===== src/rtl/core/accel_shake_wake_detector_top_macros.svh =====
// Assertion macros for the shake and wake detector top level.
// Taken in by the top level only; expects signals clk and rst_n in scope.
`ifndef ACCEL_SHAKE_WAKE_DETECTOR_TOP_MACROS_SVH
`define ACCEL_SHAKE_WAKE_DETECTOR_TOP_MACROS_SVH

// The consequent must hold in the same cycle as the antecedent.
`define ASWD_ASSERT_SAME(label, ante, cons, msg) \
    label: assert property (@(posedge clk) disable iff (!rst_n) (ante) |-> (cons)) \
        else $error(msg);

// The consequent must hold in the cycle after the antecedent.
`define ASWD_ASSERT_NEXT(label, ante, cons, msg) \
    label: assert property (@(posedge clk) disable iff (!rst_n) (ante) |=> (cons)) \
        else $error(msg);

`endif


===== src/rtl/core/aswd_pkg.sv =====
// Shared types, constants and helper functions of the shake and wake detector.
// No dependencies; every module of the block imports this package.
package aswd_pkg;

    // Sample history and timing.
    localparam int HISTORY_DEPTH    = 8;
    localparam int SAMPLE_PERIOD_MS = 100;
    localparam int SLOT_W           = $clog2(HISTORY_DEPTH);
    localparam int FILL_W           = $clog2(HISTORY_DEPTH + 1);

    // Stream widths.
    localparam int AXIS_W    = 16;
    localparam int S_TDATA_W = 48;
    localparam int M_TDATA_W = 24;
    localparam int RESULT_W  = 19;

    // Speed and weighted difference widths.
    localparam int SPEED_W = 17;
    localparam logic [SPEED_W-1:0] SPEED_MAX = '1;
    localparam int W_W = 17;

    // instant / 5 = w * 100 / (5 * period), one constant division done as a
    // reciprocal multiply that is exact for every product below 2**P_W.
    localparam int SCALE_MUL = 100;
    localparam int AVG_DIV = 5;
    localparam int P_W = W_W + 7;
    localparam longint INST_DIV = longint'(AVG_DIV) * longint'(SAMPLE_PERIOD_MS);
    localparam int INST_DIV_W = $clog2(INST_DIV);
    localparam int INST_SHIFT = P_W + INST_DIV_W;
    localparam longint INST_RECIP =
        ((longint'(1) << INST_SHIFT) + INST_DIV - longint'(1)) / INST_DIV;
    localparam int INST5_W = P_W - 2;
    localparam int INST_PROD_W = INST_SHIFT + INST5_W;

    // speed * 4 / 5 as a reciprocal multiply, exact below 2**AVG_SHIFT.
    localparam int AVG_N_W = SPEED_W + 2;
    localparam int AVG_SHIFT = AVG_N_W + 3;
    localparam longint AVG_RECIP =
        ((longint'(1) << AVG_SHIFT) + longint'(AVG_DIV - 1)) / longint'(AVG_DIV);
    localparam int AVG_PROD_W = AVG_SHIFT + SPEED_W;
    localparam int SUM_W = INST5_W + 1;

    // Sensitivity codes and their thresholds.
    localparam logic [1:0] SENS_SOFT   = 2'd0;
    localparam logic [1:0] SENS_NORMAL = 2'd1;
    localparam logic [1:0] SENS_HARD   = 2'd2;
    localparam logic [SPEED_W-1:0] THR_SOFT   = SPEED_W'(80);
    localparam logic [SPEED_W-1:0] THR_NORMAL = SPEED_W'(150);
    localparam logic [SPEED_W-1:0] THR_HARD   = SPEED_W'(250);

    typedef struct packed {
        logic signed [AXIS_W-1:0] z;
        logic signed [AXIS_W-1:0] y;
        logic signed [AXIS_W-1:0] x;
    } sample_t;

    typedef struct packed {
        logic    valid;
        logic    full;
        sample_t newest;
        sample_t oldest;
    } ring_out_t;

    typedef struct packed {
        logic               valid;
        logic               full;
        logic [INST5_W-1:0] inst5;
    } scale_out_t;

    typedef struct packed {
        logic               history_full;
        logic [SPEED_W-1:0] shake_speed;
        logic               wake;
    } result_t;

    // The reserved code falls back to the normal threshold.
    function automatic logic [SPEED_W-1:0] threshold_of(input logic [1:0] sens);
        logic [SPEED_W-1:0] thr;
        unique case (sens)
            SENS_SOFT:   thr = THR_SOFT;
            SENS_NORMAL: thr = THR_NORMAL;
            SENS_HARD:   thr = THR_HARD;
            default:     thr = THR_NORMAL;
        endcase
        return thr;
    endfunction

endpackage


===== src/rtl/core/aswd_ring.sv =====
// Sample ring of the shake and wake detector: slot and fill counters plus the
// history memory with a registered read port. Depends on aswd_pkg.
module aswd_ring
    import aswd_pkg::*;
(
    input  logic      clk,
    input  logic      rst_n,
    input  logic      adv,
    input  logic      accept,
    input  sample_t   sample_in,
    output ring_out_t ring_out
);

    sample_t mem [HISTORY_DEPTH];

    logic [SLOT_W-1:0] newest_reg;
    logic [SLOT_W-1:0] newest_next;
    logic [SLOT_W-1:0] oldest_addr;
    logic [FILL_W-1:0] fill_reg;
    logic [FILL_W-1:0] fill_next;
    logic              valid_reg;
    logic              full_reg;
    sample_t           rd_data_reg;
    sample_t           sample_reg;

    function automatic logic [SLOT_W-1:0] slot_inc(input logic [SLOT_W-1:0] s);
        logic [SLOT_W-1:0] r;
        if (s == SLOT_W'(HISTORY_DEPTH - 1))
        begin
            r = '0;
        end
        else
        begin
            r = s + 1'b1;
        end
        return r;
    endfunction

    // The oldest sample sits one slot past the slot being written. It never
    // matches the write address, so the read needs no forwarding.
    always_comb
    begin
        newest_next = slot_inc(newest_reg);
        oldest_addr = slot_inc(newest_next);
        fill_next   = (fill_reg == FILL_W'(HISTORY_DEPTH)) ? fill_reg : fill_reg + 1'b1;
    end

    always_ff @(posedge clk or negedge rst_n)
    begin
        if (!rst_n)
        begin
            newest_reg <= '0;
            fill_reg   <= '0;
            valid_reg  <= 1'b0;
            full_reg   <= 1'b0;
        end
        else
        begin
            if (accept)
            begin
                newest_reg <= newest_next;
                fill_reg   <= fill_next;
            end
            if (adv)
            begin
                valid_reg <= accept;
                full_reg  <= (fill_next == FILL_W'(HISTORY_DEPTH));
            end
        end
    end

    always_ff @(posedge clk)
    begin
        if (accept)
        begin
            mem[newest_next] <= sample_in;
            rd_data_reg      <= mem[oldest_addr];
            sample_reg       <= sample_in;
        end
    end

    assign ring_out.valid  = valid_reg;
    assign ring_out.full   = full_reg;
    assign ring_out.newest = sample_reg;
    assign ring_out.oldest = rd_data_reg;

endmodule


===== src/rtl/core/aswd_scale.sv =====
// Feed-forward datapath: weighted axis difference, magnitude and scaling to
// the instant speed divided by five, in three register stages. Uses aswd_pkg.
module aswd_scale
    import aswd_pkg::*;
(
    input  logic       clk,
    input  logic       rst_n,
    input  logic       adv,
    input  ring_out_t  ring_in,
    output scale_out_t scale_out
);

    logic signed [W_W-1:0] dx;
    logic signed [W_W-1:0] dy;
    logic signed [W_W-1:0] dz;
    logic signed [W_W-1:0] dx4;
    logic signed [W_W-1:0] dy2;
    logic signed [W_W+1:0] w_sum;
    logic        [W_W+1:0] w_mag;
    logic [P_W-1:0]         p_next;
    logic [INST_PROD_W-1:0] inst_prod;

    logic [W_W-1:0]     w_reg;
    logic [P_W-1:0]     p_reg;
    logic [INST5_W-1:0] inst5_reg;
    logic               v2_reg;
    logic               f2_reg;
    logic               v3_reg;
    logic               f3_reg;
    logic               v4_reg;
    logic               f4_reg;

    always_comb
    begin
        dx = {ring_in.newest.x[AXIS_W-1], ring_in.newest.x}
           - {ring_in.oldest.x[AXIS_W-1], ring_in.oldest.x};
        dy = {ring_in.newest.y[AXIS_W-1], ring_in.newest.y}
           - {ring_in.oldest.y[AXIS_W-1], ring_in.oldest.y};
        dz = {ring_in.newest.z[AXIS_W-1], ring_in.newest.z}
           - {ring_in.oldest.z[AXIS_W-1], ring_in.oldest.z};
        // Bias negative values before the shift so the quotient truncates
        // toward zero.
        dx4 = (dx + (dx[W_W-1] ? W_W'(3) : W_W'(0))) >>> 2;
        dy2 = (dy + (dy[W_W-1] ? W_W'(1) : W_W'(0))) >>> 1;
        w_sum = {{2{dz[W_W-1]}}, dz} + {{2{dy2[W_W-1]}}, dy2} + {{2{dx4[W_W-1]}}, dx4};
        w_mag = w_sum[W_W+1] ? (~w_sum + 1'b1) : w_sum;
        p_next = {{(P_W - W_W){1'b0}}, w_reg} * P_W'(SCALE_MUL);
        inst_prod = INST_PROD_W'(p_reg) * INST_PROD_W'(INST_RECIP);
    end

    always_ff @(posedge clk or negedge rst_n)
    begin
        if (!rst_n)
        begin
            v2_reg <= 1'b0;
            f2_reg <= 1'b0;
            v3_reg <= 1'b0;
            f3_reg <= 1'b0;
            v4_reg <= 1'b0;
            f4_reg <= 1'b0;
        end
        else if (adv)
        begin
            v2_reg <= ring_in.valid;
            f2_reg <= ring_in.full;
            v3_reg <= v2_reg;
            f3_reg <= f2_reg;
            v4_reg <= v3_reg;
            f4_reg <= f3_reg;
        end
    end

    always_ff @(posedge clk)
    begin
        if (adv)
        begin
            w_reg     <= w_mag[W_W-1:0];
            p_reg     <= p_next;
            inst5_reg <= inst_prod[INST_SHIFT +: INST5_W];
        end
    end

    assign scale_out.valid = v4_reg;
    assign scale_out.full  = f4_reg;
    assign scale_out.inst5 = inst5_reg;

endmodule


===== src/rtl/core/aswd_avg.sv =====
// Moving average of the shake speed, wake decision and output register.
// Depends on aswd_pkg for widths, reciprocal constants and thresholds.
module aswd_avg
    import aswd_pkg::*;
(
    input  logic       clk,
    input  logic       rst_n,
    input  logic       adv,
    input  logic [1:0] sensitivity,
    input  scale_out_t scale_in,
    output logic       res_valid,
    output result_t    res
);

    logic [AVG_N_W-1:0]    avg_n;
    logic [AVG_PROD_W-1:0] avg_prod;
    logic [SPEED_W-1:0]    avg_q;
    logic [SUM_W-1:0]      sum;
    logic [SPEED_W-1:0]    sat;
    logic [SPEED_W-1:0]    speed_next;
    logic [SPEED_W-1:0]    speed_reg;
    logic                  out_valid_reg;
    result_t               res_next;
    result_t               res_reg;

    // New average = instant/5 + speed*4/5, saturated to the speed width.
    always_comb
    begin
        avg_n    = {speed_reg, 2'b00};
        avg_prod = AVG_PROD_W'(avg_n) * AVG_PROD_W'(AVG_RECIP);
        avg_q    = avg_prod[AVG_SHIFT +: SPEED_W];
        sum      = SUM_W'(scale_in.inst5) + SUM_W'(avg_q);
        sat      = (sum > SUM_W'(SPEED_MAX)) ? SPEED_MAX : sum[SPEED_W-1:0];
        speed_next = (scale_in.valid && scale_in.full) ? sat : speed_reg;
        res_next.wake         = scale_in.full && (speed_next > threshold_of(sensitivity));
        res_next.shake_speed  = speed_next;
        res_next.history_full = scale_in.full;
    end

    always_ff @(posedge clk or negedge rst_n)
    begin
        if (!rst_n)
        begin
            speed_reg     <= '0;
            out_valid_reg <= 1'b0;
        end
        else if (adv)
        begin
            speed_reg     <= speed_next;
            out_valid_reg <= scale_in.valid;
        end
    end

    always_ff @(posedge clk)
    begin
        if (adv && scale_in.valid)
        begin
            res_reg <= res_next;
        end
    end

    assign res_valid = out_valid_reg;
    assign res       = res_reg;

endmodule


===== src/rtl/core/accel_shake_wake_detector_top.sv =====
// Top level of the accelerometer shake and wake detector.
// Instantiates aswd_ring, aswd_scale and aswd_avg; uses aswd_pkg and the macro header.
//
// Usage: one x/y/z sample enters per transaction on the s_ channel and one
// result leaves per transaction on the m_ channel, in the same order.
// Samples go into an eight-entry history memory; once it has been filled,
// each new sample is compared with the oldest one still held, and the
// weighted difference is scaled and folded into a running speed average.
// The result carries the averaged speed, a history-full flag and a wake
// flag that compares the speed with the threshold picked by sensitivity.
// Each sample passes the ring, w_reg, p_reg, inst5_reg and the output register.
// Throughput: one sample per clock unless the receiver stalls; the speed
// average update (one reciprocal multiply, add and saturate) is one register loop.
// Reset clears the slot and fill counters, the average and all valid flags
// and sets sensitivity to normal; no clearing pass is needed. When the
// receiver stalls, the whole pipeline holds and s_tready drops until the
// output register is taken. cfg_we writes sensitivity; do so only while idle.
module accel_shake_wake_detector_top
    import aswd_pkg::*;
(
    input  logic                 clk,
    input  logic                 rst_n,
    // Sample stream.
    input  logic                 s_tvalid,
    output logic                 s_tready,
    input  logic [S_TDATA_W-1:0] s_tdata,   // [15:0] accel_x, [31:16] accel_y, [47:32] accel_z
    // Result stream.
    output logic                 m_tvalid,
    input  logic                 m_tready,
    output logic [M_TDATA_W-1:0] m_tdata,   // [0] wake, [17:1] shake_speed, [18] history_full
    // Sensitivity register.
    input  logic                 cfg_we,
    input  logic [1:0]           cfg_wdata
);

`include "accel_shake_wake_detector_top_macros.svh"

    logic       adv;
    logic       accept;
    logic [1:0] sensitivity_reg;
    ring_out_t  ring_out;
    scale_out_t scale_out;
    result_t    res;

    // The pipeline moves whenever the output register is empty or being taken.
    assign adv      = !m_tvalid || m_tready;
    assign s_tready = adv;
    assign accept   = s_tvalid && adv;

    always_ff @(posedge clk or negedge rst_n)
    begin
        if (!rst_n)
        begin
            sensitivity_reg <= SENS_NORMAL;
        end
        else if (cfg_we)
        begin
            sensitivity_reg <= cfg_wdata;
        end
    end

    aswd_ring u_ring (
        .clk       (clk),
        .rst_n     (rst_n),
        .adv       (adv),
        .accept    (accept),
        .sample_in (sample_t'(s_tdata)),
        .ring_out  (ring_out)
    );

    aswd_scale u_scale (
        .clk       (clk),
        .rst_n     (rst_n),
        .adv       (adv),
        .ring_in   (ring_out),
        .scale_out (scale_out)
    );

    aswd_avg u_avg (
        .clk         (clk),
        .rst_n       (rst_n),
        .adv         (adv),
        .sensitivity (sensitivity_reg),
        .scale_in    (scale_out),
        .res_valid   (m_tvalid),
        .res         (res)
    );

    assign m_tdata = {{(M_TDATA_W - RESULT_W){1'b0}}, res};

    // Wake is only raised with a full history and a speed above threshold.
    `ASWD_ASSERT_SAME(a_wake_rule, m_tvalid && res.wake, res.history_full && (res.shake_speed > threshold_of(sensitivity_reg)), "wake without full history or speed above threshold")

    // A stalled output register must block new samples.
    `ASWD_ASSERT_SAME(a_stall_blocks_input, m_tvalid && !m_tready, !s_tready, "input accepted while output stalled")

    // Once the history is full it stays full for every later result.
    `ASWD_ASSERT_NEXT(a_full_sticky, m_tvalid && m_tready && res.history_full, !m_tvalid || res.history_full, "history_full dropped after being set")

endmodule

===== config.mk =====
export PLATFORM = sky130hd
export DESIGN_NAME = accel_shake_wake_detector_top
export DESIGN_NICKNAME = d
export VERILOG_FILES = /design/src/rtl/core/aswd_pkg.sv /design/src/rtl/core/aswd_ring.sv /design/src/rtl/core/aswd_scale.sv /design/src/rtl/core/aswd_avg.sv /design/src/rtl/core/accel_shake_wake_detector_top.sv
export VERILOG_INCLUDE_DIRS = /design/src /design/src/rtl/core
export SDC_FILE = /design/constraint.sdc
export NUM_CORES = 2
export LEC_CHECK = 0
export ABC_AREA = 1
export BUFFER_PORTS_ARGS = -buffer_cell sky130_fd_sc_hd__buf_2
export CAP_MARGIN = 20
export CORE_AREA = 4 4 408 410
export CTS_CLUSTER_SIZE = 12
export DETAILED_ROUTE_END_ITERATION = 8
export DIE_AREA = 0 0 412 414
export PLACE_DENSITY = 0.41
export SETUP_SLACK_MARGIN = 0.5
export SYNTH_ARGS = -nofsm -noshare
export SYNTH_HDL_FRONTEND = slang
export SYNTH_SLANG_ARGS = --single-unit

===== constraint.sdc =====
create_clock -name clk -period 18.35 [get_ports clk]
set_input_delay 2.7525 -clock clk [delete_from_list [all_inputs] [get_ports clk]]
set_output_delay 2.7525 -clock clk [all_outputs]
set_load 0.02 [all_outputs]

==> impl_metrics.ini <==
[run_status]
status = completed

[min_path]
hold_path_class = flip-flop to flip-flop
holdPathStages = 2
hold_start = u_scale.f3_reg$_DFFE_PN0N_
hold_path_end = u_scale.f4_reg$_DFFE_PN0N_

[worst_setup_path]
reg2regPathDepth = 48
path_class = flip-flop to flip-flop
r2r_slack_ns = 9.16
rr_endpoint = u_avg.res[0]$_DFFE_PP_
required_ns = 18.75
r2r-start = u_avg.speed_reg[14]$_DFFE_PN0N_
cp_common_cell = nand2_1
crit_arrival_ns = 9.59
start_kind = flip-flop
critPathMaxStageDelay_ns = 0.56
cp_slowest_cell = fa_1
endpoint_kind = flip-flop
path_max_fanout = 10

[timing]
tns_ns = 0
hold_violations = 0
fmax_mhz = 109
drv_slew = 0
worstMarginPinSlew_ns = 1.01
setup_violations = 0
post-route-period-util = 0.501
rsz0062_at_grt = no
min_period_ns = 9.19
slew-limit-headroom = 0.325
fin_worst_skew_ns = 0.0514

[finish]
drive_gt1_frac = 0.0739
area_growth_pct = 13.7
fin_nets = 4530
nFillCells = 17100
largest_reg_flops = 384

[drt]
via_per_inst = 4.34
drc = 0
antenna_left = 0
via_count = 25800
routed_wl_um = 109000
wl_per_cell_um = 18.3
drt-initial-drc-count = 1273
dr.pass1.iters = 7

[cts]
cts_sinks = 589
cts_buffers = 76
ctsHoldBuffers = 0
clk_latency_ns = 0.69
cts_setup_buffers = 0
ctsResizeCount = 0
path_clk_slew_ns = 0.06
cts_root_buffer = clkbuf_16
htree_levels = 3
cts_buffer_depth = 3
cts_tree = yes

[synthesis]
yosys.area.top_type = edfxtp_1
synth_top_area_frac = 0.411
synth_seq_area_share = 0.433
syn_inst = 3601
ys_seq_elements = 589
synthTopCellsByCount = inv_1 (683), edfxtp_1 (554), ha_1 (490)
yosysUniqueCellTypes = 61
yosys.cell_count.top_type = inv_1
synth_flop_cell = edfxtp_1
synthArstFlopShare = 0.0594
synth_edf_count = 554
ys_top_cells_by_area = edfxtp_1 (41%), ha_1 (15%), fa_1 (14%), inv_1 (6.3%), nand2_1 (4.3%)
ys_warn_count = 0
netlist_area_um2 = 40400
syn_avg_cell_area_um2 = 11.2

[global_route]
grt_start_max_net_pins = 77
grt_pass1_vias = 27500
antenna_found_initial = 12
gr-total-overflow = 0
grt_pass1_wl_um = 170000
grt_usage = 0.129

[floorplanning]
dieArea_um2 = 171000
start_util = 0.249
die_width_um = 412
io_pins = 81
die_h_um = 414
fp-row-count = 148
design.core.area_um2 = 162000

[job]
max_cap_viol_count = 0

[place]
routabilityCongestion = 0.860
io_buffers = 75
hpwl_um = 78600
==> through the flow <==
stage               hold slack, ns  area [um^2]  worst slack, ns  std cells   util
detailed placement           0.461        43500             9.10       5805  0.268
global placement             0.454        43500             9.15       5805  0.268
global route                 0.502        46000             8.28       5937  0.283
CTS                          0.476        45900             9.08       5936  0.283
finish                       0.466        46000             9.16       5940  0.283
floorplan                    0.442        40400             9.81       3605      -
==> worst max-delay path: cells and delay by family, from the launching register on <==
kind | cells | cell delay [ns]
and+or+nand+nor | 22 | 2.03
AOI/OAI and AO/OA | 10 | 1.93
buffers and inverters | 7 | 0.48
adders and majority gates | 9 | 4.00
DFF | 1 | 0.45
==> cell families after synthesis <==
group / synth area share
simple gates: 0.0811
fa+ha+maj: 0.288
buf+inv: 0.0714
other cells: 0.0000927
compound gates: 0.0968
mux: 0.000278
xor+xnor: 0.0289
flops: 0.433
==> cells in the final DEF (no fill, tap or decap), types with 6 or more instances in the layout <==
master and n:
a211oi_1 8, inv_1 683, nand3_2 6, edfxtp_1 554, a21oi_1 176, nand4_1 16
buf_2 75, ha_1 489, xor2_1 87, nand3_1 72, a31oi_1 7, clkinv_1 14
dfrtp_1 34, a21boi_0 7, fa_1 276, nor4_1 10, nor2_1 107, a221oi_1 89
nor2_4 10, nand2_1 459, a22o_1 80, xnor2_1 40, o21a_1 8, nand2_2 18
a22oi_1 60, buf_4 23, clkinv_16 6, or2_2 11, a21o_1 19, clkbuf_1 13
o21ai_0 110, nor3_1 28, clkinv_2 10, clkbuf_16 77
==> final cells by class <==
class,count,area (um^2),share of cell area
multi-input cells,2254,20100,0.438
flip-flops and latches,589,17500,0.381
well taps,2175,2720,0.0592
inverters,689,2590,0.0564
clock buffers,90,1980,0.0430
repair buffers,99,568,0.0124
clock inverters,41,437,0.00950
diodes,3,7.51,0.000163
==> routing by layer <==
layer  share of wire  wire length [um]  track usage
met1            0.45             49200        0.170
met2            0.49             53700        0.223
met3           0.035              3830       0.0219
met4           0.018              1960       0.0257
met5         0.00057                62            0
==> worst max-delay path by stage <==
stage,startpoint,slack (ns),endpoint
3_3_place_gp,u_avg.speed_reg[6]$_DFFE_PN0N_,9.15,u_avg.res[0]$_DFFE_PP_
6_report,u_avg.speed_reg[14]$_DFFE_PN0N_,9.16,u_avg.res[0]$_DFFE_PP_
2_1_floorplan,m_tready,9.81,u_ring.mem[6][0]$_DFFE_PP_
5_1_grt,u_avg.speed_reg[9]$_DFFE_PN0N_,8.28,u_avg.res[0]$_DFFE_PP_
3_5_place_dp,u_avg.speed_reg[6]$_DFFE_PN0N_,9.10,u_avg.res[0]$_DFFE_PP_
4_1_cts,u_avg.speed_reg[6]$_DFFE_PN0N_,9.08,u_avg.res[0]$_DFFE_PP_
Power is left out: the tool's default activity adds up to more than one toggle a clock period on the data nets, which glitch-free logic cannot reach.
